--- config.mk ---
export PLATFORM = sky130hd
export DESIGN_NAME = ascii_register_poll_master_flat
export DESIGN_NICKNAME = d
export VERILOG_FILES = /design/src/rtl/arpm_pkg.sv /design/src/rtl/arpm_if.sv /design/src/rtl/arpm_queue.sv /design/src/rtl/arpm_front.sv /design/src/rtl/arpm_back.sv /design/src/rtl/ascii_register_poll_master.sv /design/src/flat_wrapper.sv
export SDC_FILE = /design/constraint.sdc
export NUM_CORES = 1
export LEC_CHECK = 0
export ABC_AREA = 1
export BUFFER_PORTS_ARGS = -buffer_cell sky130_fd_sc_hd__buf_2
export CORE_MARGIN = 2
export CORE_UTILIZATION = 60
export DETAILED_ROUTE_END_ITERATION = 6
export PLACE_DENSITY_LB_ADDON = 0.25
export SETUP_SLACK_MARGIN = 0.1
export SYNTH_ARGS = -nofsm -noshare
export SYNTH_HDL_FRONTEND = slang
export SYNTH_HIERARCHICAL = 1
export SYNTH_SLANG_ARGS = --single-unit
--- constraint.sdc ---
create_clock -name clk -period 11.8 [get_ports clk]
set_clock_uncertainty 0.15 [all_clocks]
set_input_delay 1.18 -clock clk [delete_from_list [all_inputs] [get_ports clk]]
set_output_delay 1.18 -clock clk [all_outputs]
set_load 0.03 [all_outputs]
--- src/rtl/arpm_pkg.sv ---
// shared types, codes and frame character helpers for the ascii register poll master
// no dependencies; every other file but arpm_if.sv refers to this package by scoped names

package arpm_pkg;

    // number of units that may ever be polled, and the units the 16-bit mask can reach
    localparam int UNIT_COUNT = 16;
    localparam logic [15:0] UNIT_LIMIT_MASK =
        (UNIT_COUNT >= 16) ? 16'hFFFF : 16'((17'd1 << UNIT_COUNT) - 17'd1);

    // depth of the command queue between front and back
    localparam int QUEUE_DEPTH = 4;

    // action codes of an event beat
    localparam logic [1:0] ACT_START = 2'd0;
    localparam logic [1:0] ACT_TICK  = 2'd1;
    localparam logic [1:0] ACT_RESP  = 2'd2;

    // kind codes of a result beat
    localparam logic [1:0] KIND_TX   = 2'd0;
    localparam logic [1:0] KIND_REC  = 2'd1;
    localparam logic [1:0] KIND_DONE = 2'd2;

    // configuration register indexes
    localparam logic [1:0] CFG_PRESENT_MASK = 2'd0;
    localparam logic [1:0] CFG_POLL_REG     = 2'd1;
    localparam logic [1:0] CFG_TIMEOUT      = 2'd2;
    localparam logic [1:0] CFG_RETRY_LIMIT  = 2'd3;

    // reset values of the configuration registers
    localparam logic [15:0] POLL_REG_RST    = 16'd138;
    localparam logic [15:0] TIMEOUT_RST     = 16'd10;
    localparam logic [3:0]  RETRY_LIMIT_RST = 4'd3;

    // response checks and the failure mark (999.0 degrees in tenths)
    localparam logic [7:0]  MIN_RESP_LEN = 8'd11;
    localparam logic [15:0] FAIL_READING = 16'd9990;

    // position of the final character (LF) of a request frame
    localparam logic [4:0] FRAME_LAST = 5'd16;

    // one command from front to back: optional record, then a frame or a scan-done
    typedef struct packed {
        logic        has_rec;
        logic [3:0]  rec_unit;
        logic [15:0] reading;
        logic        failed;
        logic        tail_done;
        logic [3:0]  frame_unit;
    } job_t;

    function automatic logic [7:0] hex_char(input logic [3:0] nib);
        logic [7:0] c;
        if (nib < 4'd10)
        begin
            c = 8'h30 + {4'd0, nib};
        end
        else
        begin
            c = 8'h37 + {4'd0, nib};
        end
        return c;
    endfunction

    // character at a given frame position for one unit and register address
    function automatic logic [7:0] frame_char(input logic [4:0] pos,
                                              input logic [3:0] unit,
                                              input logic [15:0] reg_addr);
        logic [4:0] addr;
        logic       tens;
        logic [3:0] ones;
        logic [7:0] sum;
        logic [7:0] lrc;
        logic [7:0] c;
        addr = {1'b0, unit} + 5'd1;
        tens = (addr >= 5'd10);
        ones = tens ? 4'(addr - 5'd10) : addr[3:0];
        sum  = {3'd0, tens, ones} + 8'h03 + reg_addr[15:8] + reg_addr[7:0] + 8'h01;
        lrc  = 8'd0 - sum;
        case (pos)
            5'd0:    c = 8'h3A;
            5'd1:    c = 8'h30 + {7'd0, tens};
            5'd2:    c = 8'h30 + {4'd0, ones};
            5'd3:    c = 8'h30;
            5'd4:    c = 8'h33;
            5'd5:    c = hex_char(reg_addr[15:12]);
            5'd6:    c = hex_char(reg_addr[11:8]);
            5'd7:    c = hex_char(reg_addr[7:4]);
            5'd8:    c = hex_char(reg_addr[3:0]);
            5'd9:    c = 8'h30;
            5'd10:   c = 8'h30;
            5'd11:   c = 8'h30;
            5'd12:   c = 8'h31;
            5'd13:   c = hex_char(lrc[7:4]);
            5'd14:   c = hex_char(lrc[3:0]);
            5'd15:   c = 8'h0D;
            5'd16:   c = 8'h0A;
            default: c = 8'h00;
        endcase
        return c;
    endfunction

endpackage

--- src/rtl/arpm_if.sv ---
// channel interfaces: event input, result output and configuration write
// depends on nothing but plain logic types

interface arpm_evt_if;
    logic        valid;
    logic        ready;
    logic [1:0]  action;
    logic [7:0]  resp_length;
    logic [15:0] resp_value;

    modport source (output valid, action, resp_length, resp_value, input ready);
    modport sink   (input valid, action, resp_length, resp_value, output ready);
endinterface

interface arpm_res_if;
    logic        valid;
    logic        ready;
    logic [1:0]  kind;
    logic [7:0]  tx_byte;
    logic        last;
    logic [3:0]  unit_index;
    logic [15:0] reading;
    logic        read_failed;

    modport source (output valid, kind, tx_byte, last, unit_index, reading, read_failed,
                    input ready);
    modport sink   (input valid, kind, tx_byte, last, unit_index, reading, read_failed,
                    output ready);
endinterface

interface arpm_cfg_if;
    logic        valid;
    logic        ready;
    logic [1:0]  index;
    logic [15:0] data;

    modport source (output valid, index, data, input ready);
    modport sink   (input valid, index, data, output ready);
endinterface

--- src/rtl/arpm_queue.sv ---
// small command queue between the poll front and the frame back
// depends on arpm_pkg (job_t)

module arpm_queue #(
    parameter int DEPTH = arpm_pkg::QUEUE_DEPTH
) (
    input  logic            clk,
    input  logic            rst_n,
    input  logic            push,
    input  arpm_pkg::job_t  push_data,
    input  logic            pop,
    output arpm_pkg::job_t  head,
    output logic            full,
    output logic            empty
);

    localparam int PTR_W = (DEPTH > 1) ? $clog2(DEPTH) : 1;
    localparam int CNT_W = $clog2(DEPTH + 1);

    arpm_pkg::job_t   slot_reg [DEPTH];
    logic [PTR_W-1:0] wr_ptr_reg, wr_ptr_next;
    logic [PTR_W-1:0] rd_ptr_reg, rd_ptr_next;
    logic [CNT_W-1:0] count_reg, count_next;

    assign full  = (count_reg == CNT_W'(DEPTH));
    assign empty = (count_reg == '0);
    assign head  = slot_reg[rd_ptr_reg];

    always_comb
    begin
        wr_ptr_next = wr_ptr_reg;
        rd_ptr_next = rd_ptr_reg;
        if (push)
        begin
            wr_ptr_next = (wr_ptr_reg == PTR_W'(DEPTH - 1)) ? '0 : wr_ptr_reg + 1'b1;
        end
        if (pop)
        begin
            rd_ptr_next = (rd_ptr_reg == PTR_W'(DEPTH - 1)) ? '0 : rd_ptr_reg + 1'b1;
        end
        case ({push, pop})
            2'b10:   count_next = count_reg + 1'b1;
            2'b01:   count_next = count_reg - 1'b1;
            default: count_next = count_reg;
        endcase
    end

    always_ff @(posedge clk or negedge rst_n)
    begin
        if (!rst_n)
        begin
            wr_ptr_reg <= '0;
            rd_ptr_reg <= '0;
            count_reg  <= '0;
        end
        else
        begin
            wr_ptr_reg <= wr_ptr_next;
            rd_ptr_reg <= rd_ptr_next;
            count_reg  <= count_next;
        end
    end

    always_ff @(posedge clk)
    begin
        if (push)
        begin
            slot_reg[wr_ptr_reg] <= push_data;
        end
    end

endmodule

--- src/rtl/arpm_front.sv ---
// poll front: takes event beats, runs the scan state and queues at most one command per event
// depends on arpm_pkg and arpm_evt_if

module arpm_front (
    input  logic               clk,
    input  logic               rst_n,
    arpm_evt_if.sink           events,
    input  logic [15:0]        present_mask,
    input  logic [15:0]        response_timeout,
    input  logic [3:0]         retry_limit,
    input  logic               queue_full,
    output logic               push,
    output arpm_pkg::job_t     job
);

    logic        active_reg, active_next;
    logic [3:0]  unit_reg, unit_next;
    logic [3:0]  retries_reg, retries_next;
    logic [15:0] timer_reg, timer_next;

    logic        accept;
    logic [4:0]  seek_from;
    logic [15:0] cand;
    logic [15:0] lowest;
    logic [3:0]  found_unit;
    logic        found;
    logic        retry_ok;
    logic        do_seek;
    logic        do_retry;
    logic        do_rec;
    logic [15:0] rec_reading;
    logic        rec_failed;
    logic [15:0] timer_tick;

    assign events.ready = !queue_full;
    assign accept       = events.valid && events.ready;
    assign retry_ok     = (retries_reg != 4'd0);

    // first present unit at or after the seek start
    assign seek_from = (events.action == arpm_pkg::ACT_START) ? 5'd0
                                                              : {1'b0, unit_reg} + 5'd1;
    assign cand   = present_mask & arpm_pkg::UNIT_LIMIT_MASK & (16'hFFFF << seek_from);
    assign lowest = cand & (~cand + 16'd1);
    assign found  = |cand;

    always_comb
    begin
        found_unit = 4'd0;
        for (int i = 0; i < 16; i++)
        begin
            if (lowest[i])
            begin
                found_unit = found_unit | 4'(i);
            end
        end
    end

    // classify the event
    always_comb
    begin
        do_seek     = 1'b0;
        do_retry    = 1'b0;
        do_rec      = 1'b0;
        rec_reading = arpm_pkg::FAIL_READING;
        rec_failed  = 1'b1;
        timer_tick  = timer_reg;
        if (accept)
        begin
            case (events.action)
                arpm_pkg::ACT_START:
                begin
                    do_seek = 1'b1;
                end
                arpm_pkg::ACT_TICK:
                begin
                    if (active_reg)
                    begin
                        if (timer_reg <= 16'd1)
                        begin
                            timer_tick = 16'd0;
                            do_retry   = retry_ok;
                            do_rec     = !retry_ok;
                            do_seek    = !retry_ok;
                        end
                        else
                        begin
                            timer_tick = timer_reg - 16'd1;
                        end
                    end
                end
                arpm_pkg::ACT_RESP:
                begin
                    if (active_reg)
                    begin
                        if (events.resp_length < arpm_pkg::MIN_RESP_LEN)
                        begin
                            do_retry = retry_ok;
                            do_rec   = !retry_ok;
                            do_seek  = !retry_ok;
                        end
                        else if (events.resp_value == 16'd0 && retry_ok)
                        begin
                            do_retry = 1'b1;
                        end
                        else
                        begin
                            do_rec      = 1'b1;
                            do_seek     = 1'b1;
                            rec_reading = events.resp_value;
                            rec_failed  = 1'b0;
                        end
                    end
                end
                default:
                begin
                end
            endcase
        end
    end

    // apply the outcome to the scan state and build the command
    always_comb
    begin
        active_next  = active_reg;
        unit_next    = unit_reg;
        retries_next = retries_reg;
        timer_next   = timer_tick;

        job.has_rec    = do_rec;
        job.rec_unit   = unit_reg;
        job.reading    = rec_reading;
        job.failed     = rec_failed;
        job.tail_done  = 1'b0;
        job.frame_unit = unit_reg;

        if (do_retry)
        begin
            retries_next = retries_reg - 4'd1;
            timer_next   = response_timeout;
        end
        else if (do_seek)
        begin
            if (found)
            begin
                active_next    = 1'b1;
                unit_next      = found_unit;
                retries_next   = retry_limit;
                timer_next     = response_timeout;
                job.frame_unit = found_unit;
            end
            else
            begin
                active_next   = 1'b0;
                timer_next    = 16'd0;
                job.tail_done = 1'b1;
            end
        end
        push = do_retry || do_seek;
    end

    always_ff @(posedge clk or negedge rst_n)
    begin
        if (!rst_n)
        begin
            active_reg  <= 1'b0;
            unit_reg    <= 4'd0;
            retries_reg <= 4'd0;
            timer_reg   <= 16'd0;
        end
        else
        begin
            active_reg  <= active_next;
            unit_reg    <= unit_next;
            retries_reg <= retries_next;
            timer_reg   <= timer_next;
        end
    end

endmodule

--- src/rtl/arpm_back.sv ---
// frame back: expands queued commands into result beats through an output register
// depends on arpm_pkg and arpm_res_if

module arpm_back (
    input  logic               clk,
    input  logic               rst_n,
    input  logic [15:0]        poll_register,
    input  arpm_pkg::job_t     head,
    input  logic               queue_empty,
    output logic               pop,
    arpm_res_if.source         results
);

    typedef enum logic [3:0] {
        B_IDLE  = 4'b0001,
        B_REC   = 4'b0010,
        B_FRAME = 4'b0100,
        B_DONE  = 4'b1000
    } back_state_t;

    back_state_t    state_reg, state_next;
    arpm_pkg::job_t job_reg, job_next;
    logic [4:0]     pos_reg, pos_next;

    logic           ov_reg, ov_next;
    logic [1:0]     kind_reg, kind_next;
    logic [7:0]     tx_reg, tx_next;
    logic           last_reg, last_next;
    logic [3:0]     unit_reg, unit_next;
    logic [15:0]    reading_reg, reading_next;
    logic           failed_reg, failed_next;

    logic           advance;
    logic           beat_valid;
    logic           beat_end;
    back_state_t    first_state;

    assign advance = !ov_reg || results.ready;

    assign first_state = head.has_rec   ? B_REC :
                         head.tail_done ? B_DONE : B_FRAME;

    // beat of the current step
    always_comb
    begin
        beat_valid   = 1'b1;
        beat_end     = 1'b0;
        kind_next    = arpm_pkg::KIND_TX;
        tx_next      = 8'd0;
        last_next    = 1'b0;
        unit_next    = 4'd0;
        reading_next = 16'd0;
        failed_next  = 1'b0;
        case (state_reg)
            B_REC:
            begin
                kind_next    = arpm_pkg::KIND_REC;
                unit_next    = job_reg.rec_unit;
                reading_next = job_reg.reading;
                failed_next  = job_reg.failed;
            end
            B_FRAME:
            begin
                tx_next   = arpm_pkg::frame_char(pos_reg, job_reg.frame_unit, poll_register);
                unit_next = job_reg.frame_unit;
                last_next = (pos_reg == arpm_pkg::FRAME_LAST);
                beat_end  = last_next;
            end
            B_DONE:
            begin
                kind_next = arpm_pkg::KIND_DONE;
                last_next = 1'b1;
                beat_end  = 1'b1;
            end
            default:
            begin
                beat_valid = 1'b0;
                beat_end   = 1'b1;
            end
        endcase
    end

    // step sequencing
    always_comb
    begin
        state_next = state_reg;
        job_next   = job_reg;
        pos_next   = pos_reg;
        ov_next    = ov_reg;
        pop        = 1'b0;
        if (advance)
        begin
            ov_next = beat_valid;
            if (beat_end)
            begin
                pos_next = 5'd0;
                if (!queue_empty)
                begin
                    pop        = 1'b1;
                    job_next   = head;
                    state_next = first_state;
                end
                else
                begin
                    state_next = B_IDLE;
                end
            end
            else if (state_reg == B_REC)
            begin
                state_next = job_reg.tail_done ? B_DONE : B_FRAME;
                pos_next   = 5'd0;
            end
            else
            begin
                pos_next = pos_reg + 5'd1;
            end
        end
    end

    always_ff @(posedge clk or negedge rst_n)
    begin
        if (!rst_n)
        begin
            state_reg <= B_IDLE;
            pos_reg   <= 5'd0;
            ov_reg    <= 1'b0;
        end
        else
        begin
            state_reg <= state_next;
            pos_reg   <= pos_next;
            ov_reg    <= ov_next;
        end
    end

    always_ff @(posedge clk)
    begin
        job_reg <= job_next;
        if (advance)
        begin
            kind_reg    <= kind_next;
            tx_reg      <= tx_next;
            last_reg    <= last_next;
            unit_reg    <= unit_next;
            reading_reg <= reading_next;
            failed_reg  <= failed_next;
        end
    end

    assign results.valid       = ov_reg;
    assign results.kind        = kind_reg;
    assign results.tx_byte     = tx_reg;
    assign results.last        = last_reg;
    assign results.unit_index  = unit_reg;
    assign results.reading     = reading_reg;
    assign results.read_failed = failed_reg;

endmodule

--- src/rtl/ascii_register_poll_master.sv ---
// top level of the ascii register poll master: configuration registers, front, queue, back
// depends on arpm_pkg, arpm_if.sv, arpm_front, arpm_queue and arpm_back
//
// channel   role    payload                                              beat means
// -------   -----   --------------------------------------------------   ------------------
// events    sink    action, resp_length, resp_value                      one scan event
// results   source  kind, tx_byte, last, unit_index, reading, read_failed one result
// cfg       sink    index, data                                          one register write
//
// an event is taken whenever the command queue has room, so events may follow back to
// back; the back hands out one result beat per cycle while results is ready, so a
// polling event occupies it for its 17 frame characters, a scan-done for its done beat,
// each after a reading record where one is due; the 17-character frame through the
// output register sets the sustained rate; an idle back first pops a command into its
// job register, and queued commands follow with no gap
// a stalled results channel holds its beat in the output register and fills the queue,
// after which events.ready drops; cfg.ready is always high
// reset clears the scan state, the queue and the output valid; no clearing pass

module ascii_register_poll_master #(
    parameter int QUEUE_DEPTH = arpm_pkg::QUEUE_DEPTH
) (
    input  logic         clk,
    input  logic         rst_n,
    arpm_evt_if.sink     events,
    arpm_res_if.source   results,
    arpm_cfg_if.sink     cfg
);

    // configuration registers, written by the user only while the block is idle, unenforced
    logic [15:0] present_mask_reg;
    logic [15:0] poll_register_reg;
    logic [15:0] timeout_reg;
    logic [3:0]  retry_limit_reg;

    // front to queue and queue to back
    arpm_pkg::job_t push_job;
    arpm_pkg::job_t head_job;
    logic           push;
    logic           pop;
    logic           queue_full;
    logic           queue_empty;

    assign cfg.ready = 1'b1;

    always_ff @(posedge clk or negedge rst_n)
    begin
        if (!rst_n)
        begin
            present_mask_reg  <= 16'd0;
            poll_register_reg <= arpm_pkg::POLL_REG_RST;
            timeout_reg       <= arpm_pkg::TIMEOUT_RST;
            retry_limit_reg   <= arpm_pkg::RETRY_LIMIT_RST;
        end
        else if (cfg.valid)
        begin
            case (cfg.index)
                arpm_pkg::CFG_PRESENT_MASK: present_mask_reg  <= cfg.data;
                arpm_pkg::CFG_POLL_REG:     poll_register_reg <= cfg.data;
                arpm_pkg::CFG_TIMEOUT:      timeout_reg       <= cfg.data;
                arpm_pkg::CFG_RETRY_LIMIT:  retry_limit_reg   <= cfg.data[3:0];
                default:
                begin
                end
            endcase
        end
    end

    // front: classifies events, keeps scan state, queues at most one command per event
    arpm_front u_front (
        .clk              (clk),
        .rst_n            (rst_n),
        .events           (events),
        .present_mask     (present_mask_reg),
        .response_timeout (timeout_reg),
        .retry_limit      (retry_limit_reg),
        .queue_full       (queue_full),
        .push             (push),
        .job              (push_job)
    );

    // decouples event intake from frame transmission
    arpm_queue #(
        .DEPTH (QUEUE_DEPTH)
    ) u_queue (
        .clk       (clk),
        .rst_n     (rst_n),
        .push      (push),
        .push_data (push_job),
        .pop       (pop),
        .head      (head_job),
        .full      (queue_full),
        .empty     (queue_empty)
    );

    // back: record, frame characters or scan-done, one beat per cycle while results is ready
    arpm_back u_back (
        .clk           (clk),
        .rst_n         (rst_n),
        .poll_register (poll_register_reg),
        .head          (head_job),
        .queue_empty   (queue_empty),
        .pop           (pop),
        .results       (results)
    );

endmodule
--- src/flat_wrapper.sv ---
// flat-port wrapper written by rule: the top's interface ports become plain ports
module ascii_register_poll_master_flat 
#(
    parameter int QUEUE_DEPTH = arpm_pkg::QUEUE_DEPTH
)
  (clk, rst_n, events_valid, events_action, events_resp_length, events_resp_value, events_ready, results_valid, results_kind, results_tx_byte, results_last, results_unit_index, results_reading, results_read_failed, results_ready, cfg_valid, cfg_index, cfg_data, cfg_ready);
  arpm_evt_if events_i ();
  arpm_res_if results_i ();
  arpm_cfg_if cfg_i ();
  input  logic clk;
  input  logic rst_n;
  input wire logic [$bits(events_i.valid)-1:0] events_valid;
  input wire logic [$bits(events_i.action)-1:0] events_action;
  input wire logic [$bits(events_i.resp_length)-1:0] events_resp_length;
  input wire logic [$bits(events_i.resp_value)-1:0] events_resp_value;
  output wire logic [$bits(events_i.ready)-1:0] events_ready;
  output wire logic [$bits(results_i.valid)-1:0] results_valid;
  output wire logic [$bits(results_i.kind)-1:0] results_kind;
  output wire logic [$bits(results_i.tx_byte)-1:0] results_tx_byte;
  output wire logic [$bits(results_i.last)-1:0] results_last;
  output wire logic [$bits(results_i.unit_index)-1:0] results_unit_index;
  output wire logic [$bits(results_i.reading)-1:0] results_reading;
  output wire logic [$bits(results_i.read_failed)-1:0] results_read_failed;
  input wire logic [$bits(results_i.ready)-1:0] results_ready;
  input wire logic [$bits(cfg_i.valid)-1:0] cfg_valid;
  input wire logic [$bits(cfg_i.index)-1:0] cfg_index;
  input wire logic [$bits(cfg_i.data)-1:0] cfg_data;
  output wire logic [$bits(cfg_i.ready)-1:0] cfg_ready;
  assign events_i.valid = events_valid;
  assign events_i.action = events_action;
  assign events_i.resp_length = events_resp_length;
  assign events_i.resp_value = events_resp_value;
  assign events_ready = events_i.ready;
  assign results_valid = results_i.valid;
  assign results_kind = results_i.kind;
  assign results_tx_byte = results_i.tx_byte;
  assign results_last = results_i.last;
  assign results_unit_index = results_i.unit_index;
  assign results_reading = results_i.reading;
  assign results_read_failed = results_i.read_failed;
  assign results_i.ready = results_ready;
  assign cfg_i.valid = cfg_valid;
  assign cfg_i.index = cfg_index;
  assign cfg_i.data = cfg_data;
  assign cfg_ready = cfg_i.ready;
  ascii_register_poll_master #(.QUEUE_DEPTH(QUEUE_DEPTH)) u_core (.clk(clk), .rst_n(rst_n), .events(events_i), .results(results_i), .cfg(cfg_i));
endmodule
---- After elaboration in Yosys (flattened, before gate mapping) ----
Memory sizes are Yosys's and may differ from the RTL's.
Cells that the tools add are included.
W data, S select, Z words.
cells by class
  shifts and indexed selects .............. 1
  $lt $le $gt $ge ......................... 9
  multiplexer cells ....................... 85
  equality and inequality tests ........... 29
  bitwise operators ....................... 5
  add/subtract/negate cells ............... 30
  reductions and logical operators ........ 32
operator list
  kind                     number
  $mux W16                 12
  $pmux W7 S14             1
  $add A6 B4 Y7 const A    13
  $mux W4                  19
  $mux W7                  6
  $eq A5 B4 Y1 const B     8
  $and A16 B16 Y16         2
  $mux W1                  26
  $mux W5                  5
  $lt A4 B4 Y1 const B     6
  $eq A5 B3 Y1 const B     4
  $add A16 B1 Y16 const B  1
  $le A16 B1 Y1 const B    1
  $logic_not A16 Y1        1
  $not A16 Y16             1
  $reduce_or A16 Y1        1
  $shl A16 B5 Y16 const A  1
  $sub A16 B1 Y16 const B  1
  $reduce_and A2 Y1        7
  $eq A2 B2 Y1 const B     6
  $mux W3                  4
  $add A4 B1 Y5 const B    2
  $eq A5 B2 Y1 const B     2
  $reduce_bool A3 Y1       3
  39 further kinds         58
storage, ports and cells
  word-level logic and storage cells ...... 217
  RAM bits ................................ 108
  input bits .............................. 49
  output and inout port bits .............. 35
  memories kept ........................... 1
  flip-flop bits (word level) ............. 152
memories
  name                     words  width  read ports  clocked after Yosys merged registers in  wr ports  RTL line          RTL
  u_core.u_queue.slot_reg  4      27     1           0                                        1         arpm_queue.sv:20  arpm_pkg::job_t slot_reg [DEPTH];

---- Longest topological paths before layout ----
Gate-level depths: netlist of run 1.
  depth after elaboration ................. 25
  mapped depth ............................ 25
  gate-level depth less buffers ........... 25

---- By module ----
The synthesis of run 1 kept the hierarchy.
by module, submodules not included
  module                      cells an instance  area each (um2)  seq. area each (um2)  times used
  arpm_queue                  367                4734.5           3418.3                1
  arpm_back                   501                4284.1           1963.1                1
  arpm_front                  449                2827.7           625.6                 1
  ascii_register_poll_master  235                2233.4           1310.0                1

---- Least setup slack after synthesis of run 1 ----
Ideal clock, no wire load.
  path type ............................... reg2reg
  from .................................... register u_core/u_back/job_reg[0] (netlist bit)
  to ...................................... register u_core.u_back.tx_reg[1] (netlist: u_core/u_back/results.tx_byte[1]) (data pin)
  slack ................................... 7.876 ns
  data required time ...................... 11.392 ns
  cell stages (with the launch flop) ...... 24
  period minus slack after synthesis ...... 3.924 ns
  arrival ................................. 3.515 ns
  setup time .............................. 0.258 ns
  path buffers ............................ 0
  cell sequence ........................... edfxtp_1 ha_1 xnor2_1 ha_1 inv_1 nand2_1 nand3_1 nand2_1 and2_1 fa_1 inv_1 ha_1 inv_1 fa_1 nand2_1 nand3_1 inv_1 nand2_1 nand3_1 nand3b_1 nor2_1 nand2_1 inv_1 a21oi_1
between the ends
  cells in the longest elaborated chain, start to end .. 11
  elaborated cells on any way between the ends .. 20
  those cells by class .................... 13 x add/sub; 3 x order compare; 4 x mux
RTL lines
  what                                           RTL line                        RTL
  start, declared                                arpm_back.sv:22                 arpm_pkg::job_t job_reg, job_next;
  start signal, assigned                         arpm_back.sv:138                job_reg <= job_next;
  $add A4 B1 Y5 *                                arpm_pkg.sv:75                  addr = {1'b0, unit} + 5'd1;
  $sub A4 B4 Y4 or $ge A5 B4 Y1 (tied branches)  arpm_pkg.sv:77, arpm_pkg.sv:76
  $mux W4                                        arpm_pkg.sv:77                  ones = tens ? 4'(addr - 5'd10) : addr[3:0];
  $add A5 B2 Y6                                  arpm_pkg.sv:78                  sum = {3'd0, tens, ones} + 8'h03 + reg_addr[15:8] + reg_addr[7:0] + 8'h01;
  $add A6 B8 Y8                                  arpm_pkg.sv:78
  $add A8 B8 Y8                                  arpm_pkg.sv:78
  $add A8 B1 Y8                                  arpm_pkg.sv:78
  $sub A1 B8 Y8                                  arpm_pkg.sv:79                  lrc = 8'd0 - sum;
  $add A6 B4 Y7, or another cell as far along    arpm_pkg.sv:60                  c = 8'h37 + {4'd0, nib};
  $mux W7                                        arpm_pkg.sv:54                  if (nib < 4'd10)
  $pmux W7 S14 *                                 arpm_pkg.sv:80                  case (pos)
  end signal, assigned                           arpm_back.sv:142                tx_reg <= tx_next;
  end, declared                                  arpm_back.sv:27                 logic [7:0] tx_reg, tx_next;
Mark *: on every way between the ends. The rest lies on a longest branch, timed or not.
A chain may end at the register's enable or synchronous reset.

---- Final worst setup path of run 1 ----
Same ends and word-level chain as after synthesis.

==> results of run 1 <==
[per-stage QoR]
step	utilization, %	hold slack (ns)
3_3_place_gp	62.9	0.310
2_1_floorplan	-	0.284
3_5_place_dp	62.9	0.310
4_1_cts	66.5	0.324
6_report	66.5	0.320
5_1_grt	66.5	0.341
[kinds of logic (layout without fill, tap and decap cells)]
kind of cell | after synthesis | in the layout
simple gates | 802 | 802
buf+inv | 268 | 355
flops | 259 | 259
compound gates | 144 | 144
fa+ha+maj | 51 | 51
xor+xnor | 24 | 24
other cells | 2 | 2
mux | 2 | 2
[worst max-delay path, cell delays in order, from the launching register on]
cell	delay (ns)
edfxtp_1	0.50
ha_1	0.27
xnor2_1	0.27
ha_1	0.24
inv_1	0.05
nand2_1	0.12
nand3_1	0.17
nand2_1	0.14
and2_1	0.15
fa_1	0.40
inv_1	0.07
ha_1	0.16
inv_1	0.06
fa_1	0.51
nand2_1	0.10
nand3_1	0.18
inv_1	0.19
nand2_1	0.07
nand3_1	0.07
nand3b_1	0.07
nor2_1	0.11
nand2_1	0.06
inv_1	0.05
a21oi_1	0.05
[final timing paths]
kind	endpoint	cells after the start	start	slack (ns)
setup / recovery	u_core/u_back/results.tx_byte[1]	23	u_core/u_back/job_reg[0]	7.30
hold reg to reg	u_core/retry_limit_reg[0]	2	u_core/retry_limit_reg[0]	0.32
hold / removal	u_core/retry_limit_reg[0]	2	u_core/retry_limit_reg[0]	0.32
min in group asynchronous	u_core/u_front/timer_reg[1]	1	rst_n	0.40
max in group asynchronous	u_core/u_back/pos_reg[2]	2	rst_n	9.92
setup reg to reg	u_core/u_back/results.tx_byte[1]	23	u_core/u_back/job_reg[0]	7.30
[power by group through the flow]
stage	registers, W	clock network, W	logic [W]
after floorplan	0.00148	0	0.00141
after global placement	0.00141	0	0.00184
after detailed placement	0.00142	0	0.00189
after CTS	0.00140	0.000826	0.00191
after global routing	0.00143	0.000863	0.00217
final	0.00141	0.000815	0.00191
[cells in the final DEF, fill, tap and decap left out, types with 7 or more instances in the layout]
master | synthesis | layout
nand3_2 | 14 | 14
buf_2 | 23 | 80
dfrtp_1 | 86 | 86
a21oi_1 | 29 | 29
nand3_1 | 104 | 104
nand2_2 | 11 | 11
buf_4 | 9 | 11
inv_2 | 13 | 13
edfxtp_1 | 165 | 165
nor2_4 | 8 | 8
ha_1 | 45 | 45
xnor2_1 | 9 | 9
clkbuf_16 | 0 | 27
o211ai_1 | 48 | 48
dfstp_2 | 8 | 8
a21oi_2 | 10 | 10
o21ai_0 | 20 | 20
nor3_1 | 8 | 8
xor2_1 | 15 | 15
nand2_4 | 7 | 7
nor2_1 | 179 | 179
nand2_1 | 389 | 389
o21ai_1 | 10 | 10
nand4_1 | 52 | 52
inv_1 | 202 | 202
o211ai_2 | 9 | 9
[cell type report]
class | count | share of cell area (%)
Clock buffer | 31 | 4.46
Clock inverter | 14 | 1.03
Inverter | 219 | 5.35
Multi-Input combinational cell | 1025 | 36.2
Sequential cell | 259 | 47.3
Tap cell | 319 | 2.58
Timing Repair Buffer | 91 | 3.12
[routing by layer]
metal / up-vias / routed length (um) / part of all wire, % / GRT usage (%)
li1: 5255 / - / - / -
met1: 4842 / 13000 / 44 / 33.0
met2: 276 / 14300 / 49 / 41.9
met4: 0 / 641 / 2.2 / 6.45
met5: - / 0 / 0 / 0
met3: 53 / 1510 / 5.1 / 3.44
==> results.md, run 1 <==
- Outcome: finished, violations left
- Failing checks: DRC
- Most common cell in the netlist: nand2_1
- Die outline area: around 0.025 mm2
- Via count: around 10000
- Final setup viols: 0
- Sequential cell area: 0.00732 mm2
- IO buf count: a little over 80
- Multiplexer area fraction after synthesis: 0.142%
- H-tree depth: 1
- Post-synthesis async set-or-reset flop share: 36.3%
- Multi-input logic area: around 0.0056 mm2
- Gr usage total: approximately a quarter
- Largest family of logic cells by synthesized area: simple AND/OR/NAND/NOR gates
- Area Overhead vs Synth: 9.91%
- DR iter-0 viols: 710
- Final nets: between 1500 and 2000
- Setup_tns: 0 ns
- Final Critical Period: 4.50 ns
- Initial Util: between 60% and 70%
- Syn. warnings: 6
- Synth top area share: a little over a third
- Setup ws final: around 7.3 ns
- Largest net degree at the start of global routing: 85
- Crit path capture type: register
- Setup WS pre-CTS: between 7 and 8 ns
- Cts repair resizes: 0
- Adder-Cell Fraction of Synth Area: under 10%
- Fin area: 0.0155 mm2
- Placed inst area: approximately 0.015 mm2
- Switching Share: a little over two fifths
- Total congestion overflow: 0
- LEAKAGE: between 7 and 8 nW
- TritonCTS Buffers: 26
- Initial antenna violation count: 0
- Pwr per Cell Area: between 200 and 300 mW/mm2
- Die Width: 157 um
- Slew headroom: between 20% and 30%
- RSZ-0062 raised after global routing: no
- Syn Area/Cell: around 9 um2
- Hold Buf Count CTS: 0
- Int Power: approximately 0.0024 W
- Total power: 0.00413 W
- Fillcell total: between 1500 and 2000
- # rows: 56
- Mapped Area: ~0.014 mm2
- Final WL: 29400 um
- Non-Filler Instances: roughly 2000
- Number of flip-flops in the largest register: roughly 110
- First-pass DRT Iterations: 7
- Hold crit path type: register to register
- CTS clk-pin slew, worst paths: roughly 0.060 ns
- GP Congestion: roughly 0.94
- Final HPWL DP: ~20000 um
- I/O pin count: 84
- Sink Count: 259
- Final Slew Violations: 0
- CP required: 11.90 ns
- Worst-margin pin slew: around 1.2 ns
- Vias in the first global route: ~10000
- Setup Fix Bufs, Post-CTS: 0
- Post-synth top cells: nand2_1 (389), inv_1 (202), nor2_1 (179)
- CTS tree: done
- Fmax: 222 MHz
- CP Max Fanout: 7
- Clk pwr share: 19.7%
- First-pass GRT wire length: 48000 um
- Mapped Cells: about 1600
- Final Hold Vio Count: 0
- Compound-cell area share of the yosys netlist: around 7.1%
- Comb power frac: between 40% and 50%
- Largest cells by area after synthesis: edfxtp_1 (35%), dfrtp_1 (15%), nand2_1 (10%)
- Share of cells above drive strength 1: 14.3%
- Register area share after synthesis: between 50 and 60%
- Placed cells: about 1900
- Post-Synth Simple-Gate Area: between 20% and 30%
- Critical Path AT: around 4.6 ns
- Startpoint types: register
- Via-to-Cell Ratio: between 5 and 6
- Die span in y: 157 um
- Core footprint: between 0.02 and 0.025 mm2
- EDFF count, synth: 165
- Max Cap Viol: 0
- Post-synth net total: ~1700
- XOR/XNOR Fraction of Synth Area: 1.49%
- Psw: roughly 0.0018 W
- Post-route DRC: 4
- Critical path class: register to register
- Yosys reg bits: 259
- Clock latency on the worst-skew pair: 0.53 ns
- Avg WL per Cell: roughly 15 um
- Root Driver: clkbuf_16
- Routed Antenna Nets: 0
- Worst vdd ir: between 0.1 and 0.15 mV
- Top_reg_cell synth: edfxtp_1
- Fin crit share: about two fifths
- Synth area leader: edfxtp_1
- Netlist cell types: between 50 and 60
- Clock Path Buffers: 3
- Seq pwr share: between 30 and 40%
- # diodes: 0
Power figures use the tool's default switching activity.
==> run 2, diff against run 1 <==
CORE_UTILIZATION = 56   (was 60)
clock period = 3.65 ns   (was 11.8 ns; I/O delays follow)
==> run 2 against run 1 <==
Net effect: the run ends with setup timing left; count of clock-buffer cells in the layout is 1 higher; largest power group unchanged; non-clock buffer count is 45 higher; fmax is 15% higher; sequential share of layout area is 1.7 points lower; wire length is 1.5% higher; cell count is 3.1% higher.
==> results.md, run 2 (synthesized netlist as in run 1, its figures left out) <==
- Vias in the first global route: 10500 (+5.1%)
- Crit path capture type: register
- First-pass GRT wire length: 50000 um (+4.2%)
- Placed inst area: 0.0149 mm2 (+1.7%)
- Critical Path AT: 4.04 ns (-0.57 ns)
- Fmax: 255 MHz (+15%)
- Hold Path Sink: u_core/u_queue/slot_reg[1][19]
- Post-route DRC: 0 (-4)
- Clock Path Buffers: 3 (unchanged)
- Final nets: 1768 (+2.7%)
- Final setup viols: 7 (+7)
- First-pass DRT Iterations: 5 (-2)
- CTS tree: done
- Most common cell after layout, fill and taps aside: nand2_1
- LEAKAGE: 7.43 nW (+3.3%)
- Psw: 0.00616 W (+250%)
- Setup_tns: -1.07 ns (-1.07 ns)
- Int Power: 0.00844 W (+260%)
- Initial antenna violation count: 0 (unchanged)
- # rows: 58 (+3.6%)
- Pwr per Cell Area: 910 mW/mm2 (+240%)
- Root Driver: clkbuf_16
- # diodes: 0 (unchanged)
- Die outline area: 0.0264 mm2 (+7.0%)
- Switching Share: 42.2% (-0.36 points)
- Hold path startpoint: events_resp_value[13]
- Final HPWL DP: 20800 um (+1.4%)
- Worst reg-to-reg setup slack: -0.28 ns (-7.57 ns)
- Fillcell total: 2052 (+10%)
- Outcome: finished, violations left
- Final Slew Violations: 0 (unchanged)
- Slew headroom: 33.5% (+12 points)
- Area Overhead vs Synth: 14.0%
- Failing checks: setup timing
- Avg WL per Cell: 14.8 um (-1.5%)
- GP Congestion: 0.901 (-4.1%)
- Worst reg2reg path startpoint: u_core/u_back/job_reg[0]
- Final Hold Vio Count: 0 (unchanged)
- Gr usage total: 23.2% (-1.3 points)
- Max Cap Viol: 0 (unchanged)
- Worst R2R Path Depth: 20 (-13%)
- Die Width: 163 um (+3.4%)
- Hold crit path type: primary input to register
- Clk pwr share: 18.2% (-1.5 points)
- Largest net degree at the start of global routing: 57 (-33%)
- Critical path class: register to register
- Total congestion overflow: 0 (unchanged)
- CP Max Fanout: 6 (-1)
- CP required: 3.76 ns (-8.14 ns)
- Seq pwr share: 31.1% (-3.0 points)
- Hold path cells: 2 (unchanged)
- Initial Util: 56.4% (-4.1 points)
- Worst vdd ir: 0.867 mV (+500%)
- Comb power frac: 50.8% (+4.6 points)
- Via count: 10800 (+3.2%)
- RSZ-0062 raised after global routing: yes
- Core footprint: 0.0250 mm2 (+7.3%)
- Reg2reg end: u_core/u_back/results.tx_byte[0]
- Fin area: 0.0161 mm2 (+3.7%)
- Worst-margin pin slew: 0.998 ns (-0.179 ns)
- I/O pin count: 84 (unchanged)
- H-tree depth: 1 (unchanged)
- Fin crit share: 108% (+69 points)
- Share of cells above drive strength 1: 17.6% (+3.3 points)
- Final Critical Period: 3.93 ns (-0.576 ns)
- Sink Count: 259 (unchanged)
- IO buf count: 81 (unchanged)
- Via-to-Cell Ratio: 5.33 (+0.14%)
- Number of flip-flops in the largest register: 108 (unchanged)
- Final WL: 29900 um (+1.5%)
- Die span in y: 163 um (+3.4%)
- TritonCTS Buffers: 27 (+3.8%)
- Commonest non-fill, non-tap cells in the layout: nand2_1 (382), inv_1 (195), nor2_1 (179), edfxtp_1 (165), nand3_1 (96)
- Setup ws final: -0.276 ns (-7.57 ns)
- CTS clk-pin slew, worst paths: 0.06 ns (about the same)
- Routed Antenna Nets: 0 (unchanged)
- Clock latency on the worst-skew pair: 0.52 ns (about the same)
- DR iter-0 viols: 733 (+3.2%)
- Startpoint types: register
-- run 2: area by class of cell --
class | count | area, um2 | share of cell area (%)
flip-flops and latches | 259 | 7320 | 45.6
multi-input cells | 1025 | 5740 | 35.8
repair buffers | 136 | 886 | 5.52
inverters | 219 | 833 | 5.19
clock buffers | 32 | 694 | 4.33
well taps | 330 | 413 | 2.57
clock inverters | 17 | 168 | 1.04
-- run 2: stage by stage --
| stage | worst slack, ns | cells | total power (W) | util (%) | hold WS (ns) |
|---|---|---|---|---|---|
| after detailed placement | -0.286 | 1943 | 0.0113 | 59.6 | 0.271 |
| final | -0.276 | 2018 | 0.0146 | 64.3 | 0.0193 |
| after CTS | -0.181 | 2013 | 0.0144 | 64.1 | 0.00137 |
| after global routing | -0.450 | 2018 | 0.0158 | 64.3 | 0.0195 |
| after floorplan | -0.0638 | 1552 | 0.00959 | - | -0.0806 |
| after global placement | -0.212 | 1943 | 0.0111 | 59.6 | 0.267 |
-- run 2: routing by layer --
| layer | vias to the layer above | track usage (%) | share of wire (%) |
|---|---|---|---|
| met5 | - | 0 | 0 |
| met4 | 0 | 6.96 | 2.4 |
| met3 | 56 | 2.55 | 4.5 |
| met2 | 264 | 38.8 | 47 |
| met1 | 5087 | 32.2 | 46 |
| li1 | 5354 | - | - |
-- run 2: timing repair --
item,CTS,global route
setup endpoints to repair,7,7
pin swaps,12,9
hold buffers,16,0
buffers inserted,5,5
resized for setup,13,8
endpoints found under the hold margin,71,0
-- run 2: worst max-delay path by stage --
stage	start	slack [ns]	endpoint
6_report	u_core/u_back/job_reg[0]	-0.28	u_core/u_back/results.tx_byte[0]
5_1_grt	u_core/u_back/job_reg[0]	-0.45	u_core/u_back/results.tx_byte[0]
4_1_cts	u_core/u_back/job_reg[0]	-0.18	u_core/u_back/results.tx_byte[1]
3_5_place_dp	u_core/u_back/job_reg[0]	-0.29	u_core/u_back/results.tx_byte[1]
3_3_place_gp	u_core/u_back/job_reg[0]	-0.21	u_core/u_back/results.tx_byte[1]
2_1_floorplan	u_core/u_back/job_reg[0]	-0.06	u_core/u_back/results.tx_byte[1]
-- run 2: worst max-delay path, stage by stage (launching register included) --
cell and delay (ns):
edfxtp_1 0.46, ha_4 0.22, xnor2_4 0.17, ha_2 0.22, inv_2 0.04, nand2_2 0.07
nand3_2 0.09, buf_4 0.16, nand2_2 0.06, nand2_2 0.08, fa_1 0.55, inv_2 0.05
fa_2 0.60, nand2_2 0.07, nand3_4 0.10, buf_4 0.12, nand2_1 0.04, nand3_1 0.07
nand3b_1 0.09, nor2_1 0.15, a21oi_1 0.10
-- run 2: power by group through the flow --
stage	sequential [W]	combinational (W)	clock, W
finish	0.00454	0.00741	0.00265
global route	0.00462	0.00839	0.00282
CTS	0.00454	0.00718	0.00270
global placement	0.00456	0.00654	0
detailed placement	0.00458	0.00677	0
floorplan	0.00478	0.00481	0
